<file path="src/design/dsi_pkg.sv">
// Shared types and constants of the daily schedule interpolator.
package dsi_pkg;

  localparam int MAX_POINTS = 16;
  localparam int IDX_W      = (MAX_POINTS > 1) ? $clog2(MAX_POINTS) : 1;
  localparam int CNT_W      = $clog2(MAX_POINTS + 1);

  localparam int ACT_W    = 2;
  localparam int STAT_W   = 2;
  localparam int TIME_W   = 17;
  localparam int LEVEL_W  = 16;
  localparam int MS_W     = 27;
  localparam int ENTRY_W  = TIME_W + LEVEL_W;

  localparam int DAY_SECONDS = 86400;
  localparam int MS_PER_S    = 1000;
  localparam int DAY_MS      = DAY_SECONDS * MS_PER_S;

  localparam int DIV_STEPS = LEVEL_W;
  localparam int STEP_W    = $clog2(DIV_STEPS);
  localparam int PROD_W    = MS_W + LEVEL_W;
  localparam int DSH_W     = MS_W + DIV_STEPS - 1;

  typedef enum logic [ACT_W-1:0] {
    ACT_CLEAR = 2'd0,
    ACT_SET   = 2'd1,
    ACT_QUERY = 2'd2,
    ACT_NOP   = 2'd3
  } action_e;

  typedef enum logic [STAT_W-1:0] {
    STAT_OK    = 2'd0,
    STAT_FULL  = 2'd1,
    STAT_EMPTY = 2'd2,
    STAT_RANGE = 2'd3
  } status_e;

endpackage

</file>
<file path="src/design/dsi_ram.sv">
// Generic memory with one write port and one registered read port.
module dsi_ram #(
  parameter int WIDTH = 8,
  parameter int DEPTH = 16,
  parameter int AW    = (DEPTH > 1) ? $clog2(DEPTH) : 1
) (
  input  logic             clk_i,
  input  logic             we_i,
  input  logic [AW-1:0]    waddr_i,
  input  logic [WIDTH-1:0] wdata_i,
  input  logic             re_i,
  input  logic [AW-1:0]    raddr_i,
  output logic [WIDTH-1:0] rdata_o
);

  logic [WIDTH-1:0] mem_q [DEPTH];
  logic [WIDTH-1:0] rdata_q;

  always_ff @(posedge clk_i) begin
    if (we_i) begin
      mem_q[waddr_i] <= wdata_i;
    end
    if (re_i) begin
      rdata_q <= mem_q[raddr_i];
    end
  end

  assign rdata_o = rdata_q;

endmodule

</file>
<file path="src/design/daily_schedule_interpolator.sv">
// Top level: point table in memory, scan sequencer and serial interpolation divider.
// Clear, no-op and rejected transactions go straight from the idle state to the output state.
// A set point reads and compares the stored points in turn, then overwrites a match or appends.
// A query scans every stored point, then runs the 16-step divider, or skips it on a single bound.
// One transaction is in work at a time; the next is accepted once the state is back in idle after its result registers.
// Reset clears the point count and the output valid; the point memory is not cleared.
module daily_schedule_interpolator (
  input  logic                        clk_i,
  input  logic                        rst_ni,
  input  logic                        in_valid_i,
  output logic                        in_stall_o,
  input  logic [dsi_pkg::ACT_W-1:0]   action_i,
  input  logic [dsi_pkg::TIME_W-1:0]  point_seconds_i,
  input  logic [dsi_pkg::LEVEL_W-1:0] point_level_i,
  input  logic [dsi_pkg::MS_W-1:0]    query_ms_i,
  output logic                        out_valid_o,
  input  logic                        out_stall_i,
  output logic [dsi_pkg::LEVEL_W-1:0] level_o,
  output logic [dsi_pkg::STAT_W-1:0]  status_o
);

  typedef enum logic [3:0] {
    S_IDLE, S_RD, S_CMP, S_INS, S_PREP, S_DT, S_MUL, S_DIV, S_FIN, S_OUT
  } state_e;

  state_e                          state_q;
  dsi_pkg::action_e                act_q;
  logic [dsi_pkg::TIME_W-1:0]      secs_q;
  logic [dsi_pkg::LEVEL_W-1:0]     lvl_q;
  logic [dsi_pkg::MS_W-1:0]        qms_q;
  logic [dsi_pkg::CNT_W-1:0]       cnt_q;
  logic [dsi_pkg::CNT_W-1:0]       idx_q;

  logic [dsi_pkg::TIME_W-1:0]      max_t_q, min_t_q, s_t_q, e_t_q;
  logic [dsi_pkg::LEVEL_W-1:0]     max_v_q, min_v_q, s_v_q, e_v_q;
  logic                            s_found_q, e_found_q;

  logic [dsi_pkg::LEVEL_W-1:0]     v0_q, v1_q;
  logic signed [28:0]              s_ms_q;
  logic [dsi_pkg::TIME_W-1:0]      den_s_q;
  logic [dsi_pkg::MS_W-1:0]        dt_q, den_q;
  logic [dsi_pkg::LEVEL_W-1:0]     dvm_q, qm_q;
  logic                            neg_q;
  logic [dsi_pkg::PROD_W-1:0]      rem_q;
  logic [dsi_pkg::DSH_W-1:0]       dsh_q;
  logic [dsi_pkg::STEP_W-1:0]      step_q;

  logic [dsi_pkg::LEVEL_W-1:0]     res_level_q;
  dsi_pkg::status_e                res_status_q;
  logic                            out_valid_q;
  logic [dsi_pkg::LEVEL_W-1:0]     level_q;
  logic [dsi_pkg::STAT_W-1:0]      status_q;

  logic                            ram_we, ram_re;
  logic [dsi_pkg::IDX_W-1:0]       ram_waddr, ram_raddr;
  logic [dsi_pkg::ENTRY_W-1:0]     ram_wdata, ram_rdata;

  logic [dsi_pkg::TIME_W-1:0]      rd_time;
  logic [dsi_pkg::LEVEL_W-1:0]     rd_val;
  logic [dsi_pkg::MS_W-1:0]        rd_ms;
  logic                            last_entry, in_acc, table_full;

  logic [dsi_pkg::TIME_W-1:0]      s_raw, e_raw;
  logic signed [18:0]              s_adj, e_adj;
  logic signed [28:0]              dt_full;
  logic signed [16:0]              dv;
  logic                            rem_ge;
  logic signed [18:0]              q_mag, q_fl, r_sum;

  dsi_ram #(
    .WIDTH(dsi_pkg::ENTRY_W),
    .DEPTH(dsi_pkg::MAX_POINTS)
  ) u_table (
    .clk_i  (clk_i),
    .we_i   (ram_we),
    .waddr_i(ram_waddr),
    .wdata_i(ram_wdata),
    .re_i   (ram_re),
    .raddr_i(ram_raddr),
    .rdata_o(ram_rdata)
  );

  assign in_stall_o = (state_q != S_IDLE);
  assign in_acc     = in_valid_i && !in_stall_o;
  assign table_full = (cnt_q >= dsi_pkg::CNT_W'(dsi_pkg::MAX_POINTS));
  assign last_entry = ((idx_q + dsi_pkg::CNT_W'(1)) == cnt_q);

  assign rd_time = ram_rdata[dsi_pkg::ENTRY_W-1:dsi_pkg::LEVEL_W];
  assign rd_val  = ram_rdata[dsi_pkg::LEVEL_W-1:0];
  assign rd_ms   = dsi_pkg::MS_W'(rd_time) * dsi_pkg::MS_W'(dsi_pkg::MS_PER_S);

  always_comb begin
    ram_re    = (state_q == S_RD);
    ram_raddr = idx_q[dsi_pkg::IDX_W-1:0];
    ram_wdata = {secs_q, lvl_q};
    ram_we    = 1'b0;
    ram_waddr = idx_q[dsi_pkg::IDX_W-1:0];
    case (state_q)
      S_CMP: begin
        ram_we = (act_q == dsi_pkg::ACT_SET) && (rd_time == secs_q);
      end
      S_INS: begin
        ram_we    = !table_full;
        ram_waddr = cnt_q[dsi_pkg::IDX_W-1:0];
      end
      default: begin
        ram_we = 1'b0;
      end
    endcase
  end

  always_comb begin
    s_raw   = s_found_q ? s_t_q : max_t_q;
    e_raw   = e_found_q ? e_t_q : min_t_q;
    s_adj   = $signed({2'b00, s_raw}) -
              (s_found_q ? 19'sd0 : $signed(19'(dsi_pkg::DAY_SECONDS)));
    e_adj   = $signed({2'b00, e_raw}) +
              (e_found_q ? 19'sd0 : $signed(19'(dsi_pkg::DAY_SECONDS)));
    dt_full = $signed({2'b00, qms_q}) - s_ms_q;
    dv      = $signed({1'b0, v1_q}) - $signed({1'b0, v0_q});
    rem_ge  = (rem_q >= dsi_pkg::PROD_W'(dsh_q));
    q_mag   = $signed({3'b000, qm_q});
    q_fl    = neg_q ? (-q_mag - ((rem_q != '0) ? 19'sd1 : 19'sd0)) : q_mag;
    r_sum   = $signed({3'b000, v0_q}) + q_fl;
  end

  always_ff @(posedge clk_i or negedge rst_ni) begin
    if (!rst_ni) begin
      state_q     <= S_IDLE;
      cnt_q       <= '0;
      out_valid_q <= 1'b0;
    end else begin
      if (out_valid_q && !out_stall_i && state_q != S_OUT) begin
        out_valid_q <= 1'b0;
      end
      case (state_q)
        S_IDLE: begin
          if (in_acc) begin
            act_q       <= dsi_pkg::action_e'(action_i);
            secs_q      <= point_seconds_i;
            lvl_q       <= point_level_i;
            qms_q       <= query_ms_i;
            idx_q       <= '0;
            s_found_q   <= 1'b0;
            e_found_q   <= 1'b0;
            res_level_q <= '0;
            case (dsi_pkg::action_e'(action_i))
              dsi_pkg::ACT_CLEAR: begin
                cnt_q        <= '0;
                res_status_q <= dsi_pkg::STAT_OK;
                state_q      <= S_OUT;
              end
              dsi_pkg::ACT_SET: begin
                if (point_seconds_i >= dsi_pkg::TIME_W'(dsi_pkg::DAY_SECONDS)) begin
                  res_status_q <= dsi_pkg::STAT_RANGE;
                  state_q      <= S_OUT;
                end else if (cnt_q == '0) begin
                  res_status_q <= dsi_pkg::STAT_OK;
                  state_q      <= S_INS;
                end else begin
                  res_status_q <= dsi_pkg::STAT_OK;
                  state_q      <= S_RD;
                end
              end
              dsi_pkg::ACT_QUERY: begin
                if (query_ms_i >= dsi_pkg::MS_W'(dsi_pkg::DAY_MS)) begin
                  res_status_q <= dsi_pkg::STAT_RANGE;
                  state_q      <= S_OUT;
                end else if (cnt_q == '0) begin
                  res_status_q <= dsi_pkg::STAT_EMPTY;
                  state_q      <= S_OUT;
                end else begin
                  res_status_q <= dsi_pkg::STAT_OK;
                  state_q      <= S_RD;
                end
              end
              default: begin
                res_status_q <= dsi_pkg::STAT_OK;
                state_q      <= S_OUT;
              end
            endcase
          end
        end
        S_RD: begin
          state_q <= S_CMP;
        end
        S_CMP: begin
          idx_q <= idx_q + dsi_pkg::CNT_W'(1);
          if (act_q == dsi_pkg::ACT_SET) begin
            if (rd_time == secs_q) begin
              state_q <= S_OUT;
            end else begin
              state_q <= last_entry ? S_INS : S_RD;
            end
          end else begin
            if (idx_q == '0 || rd_time > max_t_q) begin
              max_t_q <= rd_time;
              max_v_q <= rd_val;
            end
            if (idx_q == '0 || rd_time < min_t_q) begin
              min_t_q <= rd_time;
              min_v_q <= rd_val;
            end
            if (rd_ms <= qms_q && (!s_found_q || rd_time > s_t_q)) begin
              s_found_q <= 1'b1;
              s_t_q     <= rd_time;
              s_v_q     <= rd_val;
            end
            if (rd_ms >= qms_q && (!e_found_q || rd_time < e_t_q)) begin
              e_found_q <= 1'b1;
              e_t_q     <= rd_time;
              e_v_q     <= rd_val;
            end
            state_q <= last_entry ? S_PREP : S_RD;
          end
        end
        S_INS: begin
          if (table_full) begin
            res_status_q <= dsi_pkg::STAT_FULL;
          end else begin
            cnt_q <= cnt_q + dsi_pkg::CNT_W'(1);
          end
          state_q <= S_OUT;
        end
        S_PREP: begin
          v0_q    <= s_found_q ? s_v_q : max_v_q;
          v1_q    <= e_found_q ? e_v_q : min_v_q;
          s_ms_q  <= 29'(s_adj) * $signed(29'(dsi_pkg::MS_PER_S));
          den_s_q <= dsi_pkg::TIME_W'(e_adj - s_adj);
          if (s_raw == e_raw) begin
            res_level_q <= s_found_q ? s_v_q : max_v_q;
            state_q     <= S_OUT;
          end else begin
            state_q <= S_DT;
          end
        end
        S_DT: begin
          dt_q    <= dt_full[dsi_pkg::MS_W-1:0];
          den_q   <= dsi_pkg::MS_W'(den_s_q) * dsi_pkg::MS_W'(dsi_pkg::MS_PER_S);
          neg_q   <= dv[16];
          dvm_q   <= dv[16] ? dsi_pkg::LEVEL_W'(-dv) : dv[dsi_pkg::LEVEL_W-1:0];
          state_q <= S_MUL;
        end
        S_MUL: begin
          rem_q   <= dsi_pkg::PROD_W'(dt_q) * dsi_pkg::PROD_W'(dvm_q);
          dsh_q   <= {den_q, (dsi_pkg::DIV_STEPS - 1)'(0)};
          qm_q    <= '0;
          step_q  <= dsi_pkg::STEP_W'(dsi_pkg::DIV_STEPS - 1);
          state_q <= S_DIV;
        end
        S_DIV: begin
          if (rem_ge) begin
            rem_q <= rem_q - dsi_pkg::PROD_W'(dsh_q);
          end
          qm_q   <= {qm_q[dsi_pkg::LEVEL_W-2:0], rem_ge};
          dsh_q  <= dsh_q >> 1;
          step_q <= step_q - dsi_pkg::STEP_W'(1);
          if (step_q == '0) begin
            state_q <= S_FIN;
          end
        end
        S_FIN: begin
          if (r_sum < 0) begin
            res_level_q <= '0;
          end else if (r_sum > $signed(19'(65535))) begin
            res_level_q <= '1;
          end else begin
            res_level_q <= r_sum[dsi_pkg::LEVEL_W-1:0];
          end
          state_q <= S_OUT;
        end
        S_OUT: begin
          if (!out_valid_q || !out_stall_i) begin
            out_valid_q <= 1'b1;
            level_q     <= res_level_q;
            status_q    <= res_status_q;
            state_q     <= S_IDLE;
          end
        end
        default: begin
          state_q <= S_IDLE;
        end
      endcase
    end
  end

  assign out_valid_o = out_valid_q;
  assign level_o     = level_q;
  assign status_o    = status_q;

`ifndef SYNTHESIS
  a_count_bound: assert property (@(posedge clk_i) disable iff (!rst_ni)
    cnt_q <= dsi_pkg::CNT_W'(dsi_pkg::MAX_POINTS))
    else $error("point count exceeds the table size");

  a_count_step: assert property (@(posedge clk_i) disable iff (!rst_ni)
    1'b1 |=> (cnt_q == $past(cnt_q) || cnt_q == '0 ||
              cnt_q == $past(cnt_q) + dsi_pkg::CNT_W'(1)))
    else $error("point count changed by more than one");

  a_write_state: assert property (@(posedge clk_i) disable iff (!rst_ni)
    ram_we |-> (state_q == S_CMP || state_q == S_INS))
    else $error("table written outside the set sequence");

  a_div_rem: assert property (@(posedge clk_i) disable iff (!rst_ni)
    state_q == S_FIN |-> rem_q < dsi_pkg::PROD_W'(den_q))
    else $error("division remainder not below the divisor");

  a_level_status: assert property (@(posedge clk_i) disable iff (!rst_ni)
    (out_valid_o && level_o != '0) |-> status_o == dsi_pkg::STAT_OK)
    else $error("non-zero level returned with an error status");
`endif

endmodule
</file>
<file path="config.mk">
export PLATFORM = sky130hd
export DESIGN_NAME = daily_schedule_interpolator
export DESIGN_NICKNAME = d
export VERILOG_FILES = /design/src/design/dsi_pkg.sv /design/src/design/dsi_ram.sv /design/src/design/daily_schedule_interpolator.sv
export SDC_FILE = /design/constraint.sdc
export NUM_CORES = 2
export LEC_CHECK = 0
export BUFFER_PORTS_ARGS = -buffer_cell sky130_fd_sc_hd__buf_2
export CAP_MARGIN = 20
export CORE_AREA = 2 2 378 380
export CTS_BUF_LIST = sky130_fd_sc_hd__clkbuf_4
export DETAILED_ROUTE_END_ITERATION = 10
export DIE_AREA = 0 0 380 382
export GPL_TIMING_DRIVEN = 0
export PLACE_DENSITY = 0.67
export SLEW_MARGIN = 5
export SYNTH_ARGS = -nofsm -noshare
export SYNTH_HDL_FRONTEND = slang
export SYNTH_SLANG_ARGS = --single-unit
</file>
<file path="constraint.sdc">
create_clock -name clk_i -period 11.6 [get_ports clk_i]
set_input_delay 0.58 -clock clk_i [delete_from_list [all_inputs] [get_ports clk_i]]
set_output_delay 0.58 -clock clk_i [all_outputs]
set_load 0.05 [all_outputs]
</file>
==> out/qor.yml <==
synthesis:
  ys_ff_latch: 1054
  yosys_warnings: 0
  synth_edf_count: 1044
  netlist_instances: 5622
  synth_cell_types: 85
  synthTopCellsByArea: "edfxtp_1, fa_1, ha_1"
  synthesis.nets: 6762
  ys_seq_area_frac: 0.450
  avgSynthCellArea_um2: 12.5
  ys_async_sr_fraction: 0.00949
  synth_ff_type: "edfxtp_1"
  synth_top_area_share: 0.447
  synth_largest_area_cell: "edfxtp_1"
  synth_area_um2: 70200
clocking:
  clock_latency_ps: 1310
  cts_resized: 0
  cts.clk_slew.worst_paths_ps: 60
  clock-sinks: 1054
  htreeDepth: 5
  clockBufferDepth: 4
  cts_hold_buf: 104
  post_cts_buffers: 0
  tritoncts: "done"
  cts_root_buf: "clkbuf_4"
  cts_made_buffers: 295
power_and_ir_drop:
  power.density_nw_per_um2: 305
  ir_drop_mv: 0.839
  cellLeakagePower_nw: 32.3
timing:
  grt_setup_unrepaired: "no"
  hold_violations: 0
  fmax_mhz: 118
  setup-tns-final_ps: 0
  finalSetupViolCount: 0
  slew_viol_final: 0
  slew_headroom: 0.235
  tightest_slew_ps: 1140
  timing.final.crit_share: 0.733
  fin_worst_skew_ps: 144
  final.min_clock_period_ps: 8500
placed_design:
  portBuffers: 85
  hpwl_mm: 128
  gp_congestion: 0.918
  dp_cells: 7643
die:
  rows: 138
  dieHeight_um: 382
  die_x_um: 380
  core-area_um2: 141000
  start_util: 0.498
  ios: 86
  die_area_um2: 145000
cells_and_area:
  layout.nets: 7306
  stdcell_count: 8253
  area.growth.synth_to_final_pct: 12.1
  layout-drive-gt1-share: 0.133
global_routing:
  antenna_found_initial: 7
  grt_max_degree: 43
  grt_usage: 0.239
  grt-ovfl-total: 0
  grt_pass1_wl_mm: 266
  grt_pass1_vias: 47300
status:
  status: "complete, no violations"
routing:
  wl_mm: 171
  drc: 0
  vias_per_cell: 5.47
  first_pass_iters: 6
  num_vias: 45200
  drtIter0Drc: 3391
  wl_per_cell_um: 20.7
  ant_nets: 0
worst_setup_path:
  cp_max_fo: 10
  r2r-start: "s_found_q"
  reg2reg_slack_ps: 3100
  path_class: "register to register"
  critical_path_arrival_ps: 9440
  r2r_end: "s_ms_q[25]"
  r2r_cells: 26
  critPathSlowestCell: "buf_1"
  crit_path_end_kind: "register"
  cp_data_required_time_ps: 12540
  startpoint_type: "register"
  crit_path_max_incr_delay_ps: 710
min_path:
  min-delay-start: "query_ms_i[14]"
  hold_class: "input pin to register"
  worstHoldPathCells: 2
  whs_endpoint: "qms_q[14]"
flow_run:
  cap_viol_max_count: 0
## registers in the layout (all words and copies together), names as in the netlist, 17 cells and up
register	cells
den_q	24
den_s_q	17
dsh_q	42
dt_q	27
e_t_q	17
max_t_q	17
min_t_q	17
qms_q	27
rem_q	43
s_ms_q	24
s_t_q	17
secs_q	17
u_table.mem_q	528
u_table.rdata_o	33
## cell type report
type / instances / area [µm²]
inverter: 870 / 3270
timing repair buffer: 247 / 2410
antenna: 5 / 12.5
clock inverter: 73 / 350
fill: 11900 / 62300
clock buffer: 416 / 3120
sequential: 1054 / 31600
multi-input combinational: 3527 / 34900
tap: 1890 / 2360
buffer: 171 / 648
## layer usage
layer | routed length, µm | global-route usage
met4 | 5230 | 0.0821
met1 | 70200 | 0.305
met3 | 10800 | 0.0463
met2 | 84700 | 0.408
met5 | 67 | 0
## synth_stat cells (7+ instances only)
library cell,instances
edfxtp_1,1044
inv_1,869
fa_1,540
ha_1,534
nand2_1,519
a21oi_1,217
o21ai_0,196
nor2_1,194
xnor2_1,173
mux4_2,165
clkbuf_1,142
and2_1,138
a21o_1,98
xor2_1,95
nor3_1,62
nand3_1,60
nor2b_1,46
nand2b_1,39
mux2_2,34
o21a_1,34
o21bai_1,32
a211oi_1,31
nand4_1,30
nor4_1,28
buf_1,26
and3_1,23
a31oi_1,21
mux2i_1,18
a21boi_0,15
o31ai_1,13
a31o_2,11
dfrtp_1,10
o211ai_1,10
a41oi_1,9
and4_1,9
a211o_1,8
or3_1,8
o22ai_1,7
or2_2,7
## cells in the final DEF, fill, tap and decap left out, types with 39 or more instances in the layout
cell           count
a21o_1            98
xor2_1            95
clkbuf_1         142
edfxtp_1        1044
nor3_1            62
ha_1             534
mux4_2           165
nand2_1          519
nand3_1           60
fa_1             540
nor2_1           176
a21oi_1          217
clkinv_1          51
dlygate4sd3_1    104
o21ai_0          195
inv_1            869
nand2b_1          39
clkbuf_4         417
buf_2             90
xnor2_1          173
and2_1           137
nor2b_1           45
## through the flow
stage / setup WS, ps / util / total power [mW] / hold WS, ps / area, µm²
floorplan: 2300 / - / 16.9 / 284 / 70200
global placement: -1070 / 0.518 / 20.2 / 401 / 73000
detailed placement: 3030 / 0.525 / 20.7 / 405 / 74000
CTS: 2990 / 0.557 / 24.1 / 4.14 / 78500
global route: 2540 / 0.558 / 26.2 / 54.7 / 78600
finish: 3100 / 0.558 / 24.0 / 144 / 78600
## critical path: cells and delay by family, from the launching register on
family / cells / cell delay (ps)
XOR/XNOR: 2 / 470
buffers and inverters: 9 / 2400
flip-flops: 1 / 490
adder cells (fa/ha/maj): 6 / 2890
AND/OR/NAND/NOR: 2 / 330
AO/OA/AOI/OAI: 7 / 1660
## cell families (layout without fill, tap and decap cells)
kind of cell | after synthesis | count (layout) | synth area share
AND/OR/NAND/NOR | 1194 | 1194 | 0.0801
adder cells (fa/ha/maj) | 1074 | 1074 | 0.249
flip-flops | 1054 | 1054 | 0.450
buffers and inverters | 1041 | 1777 | 0.0558
AO/OA/AOI/OAI | 774 | 774 | 0.0701
XOR/XNOR | 268 | 268 | 0.0334
multiplexers | 217 | 217 | 0.0610
other | 0 | 5 | 0
## worst max-delay path by stage
stage / depth (start not counted) / slack (ps) / end / startpoint
floorplan: 21 / 2300 / e_t_q[0] / u_table.rdata_o[18]
global placement: 21 / -1070 / e_v_q[6] / u_table.rdata_o[18]
detailed placement: 26 / 3030 / s_ms_q[25] / s_found_q
CTS: 26 / 2990 / s_ms_q[25] / s_found_q
global route: 26 / 2540 / s_ms_q[25] / s_found_q
finish: 26 / 3100 / s_ms_q[25] / s_found_q
## power by group
part,switching (mW),internal (mW),leakage [nW],total [mW]
Combinational,8.73,6.71,20.6,15.4
Clock,1.55,1.69,2.10,3.24
Sequential,0.327,5.01,9.55,5.34
Total,10.6,13.4,32.3,24.0
No activity file was read; power rests on OpenSTA's default activity.
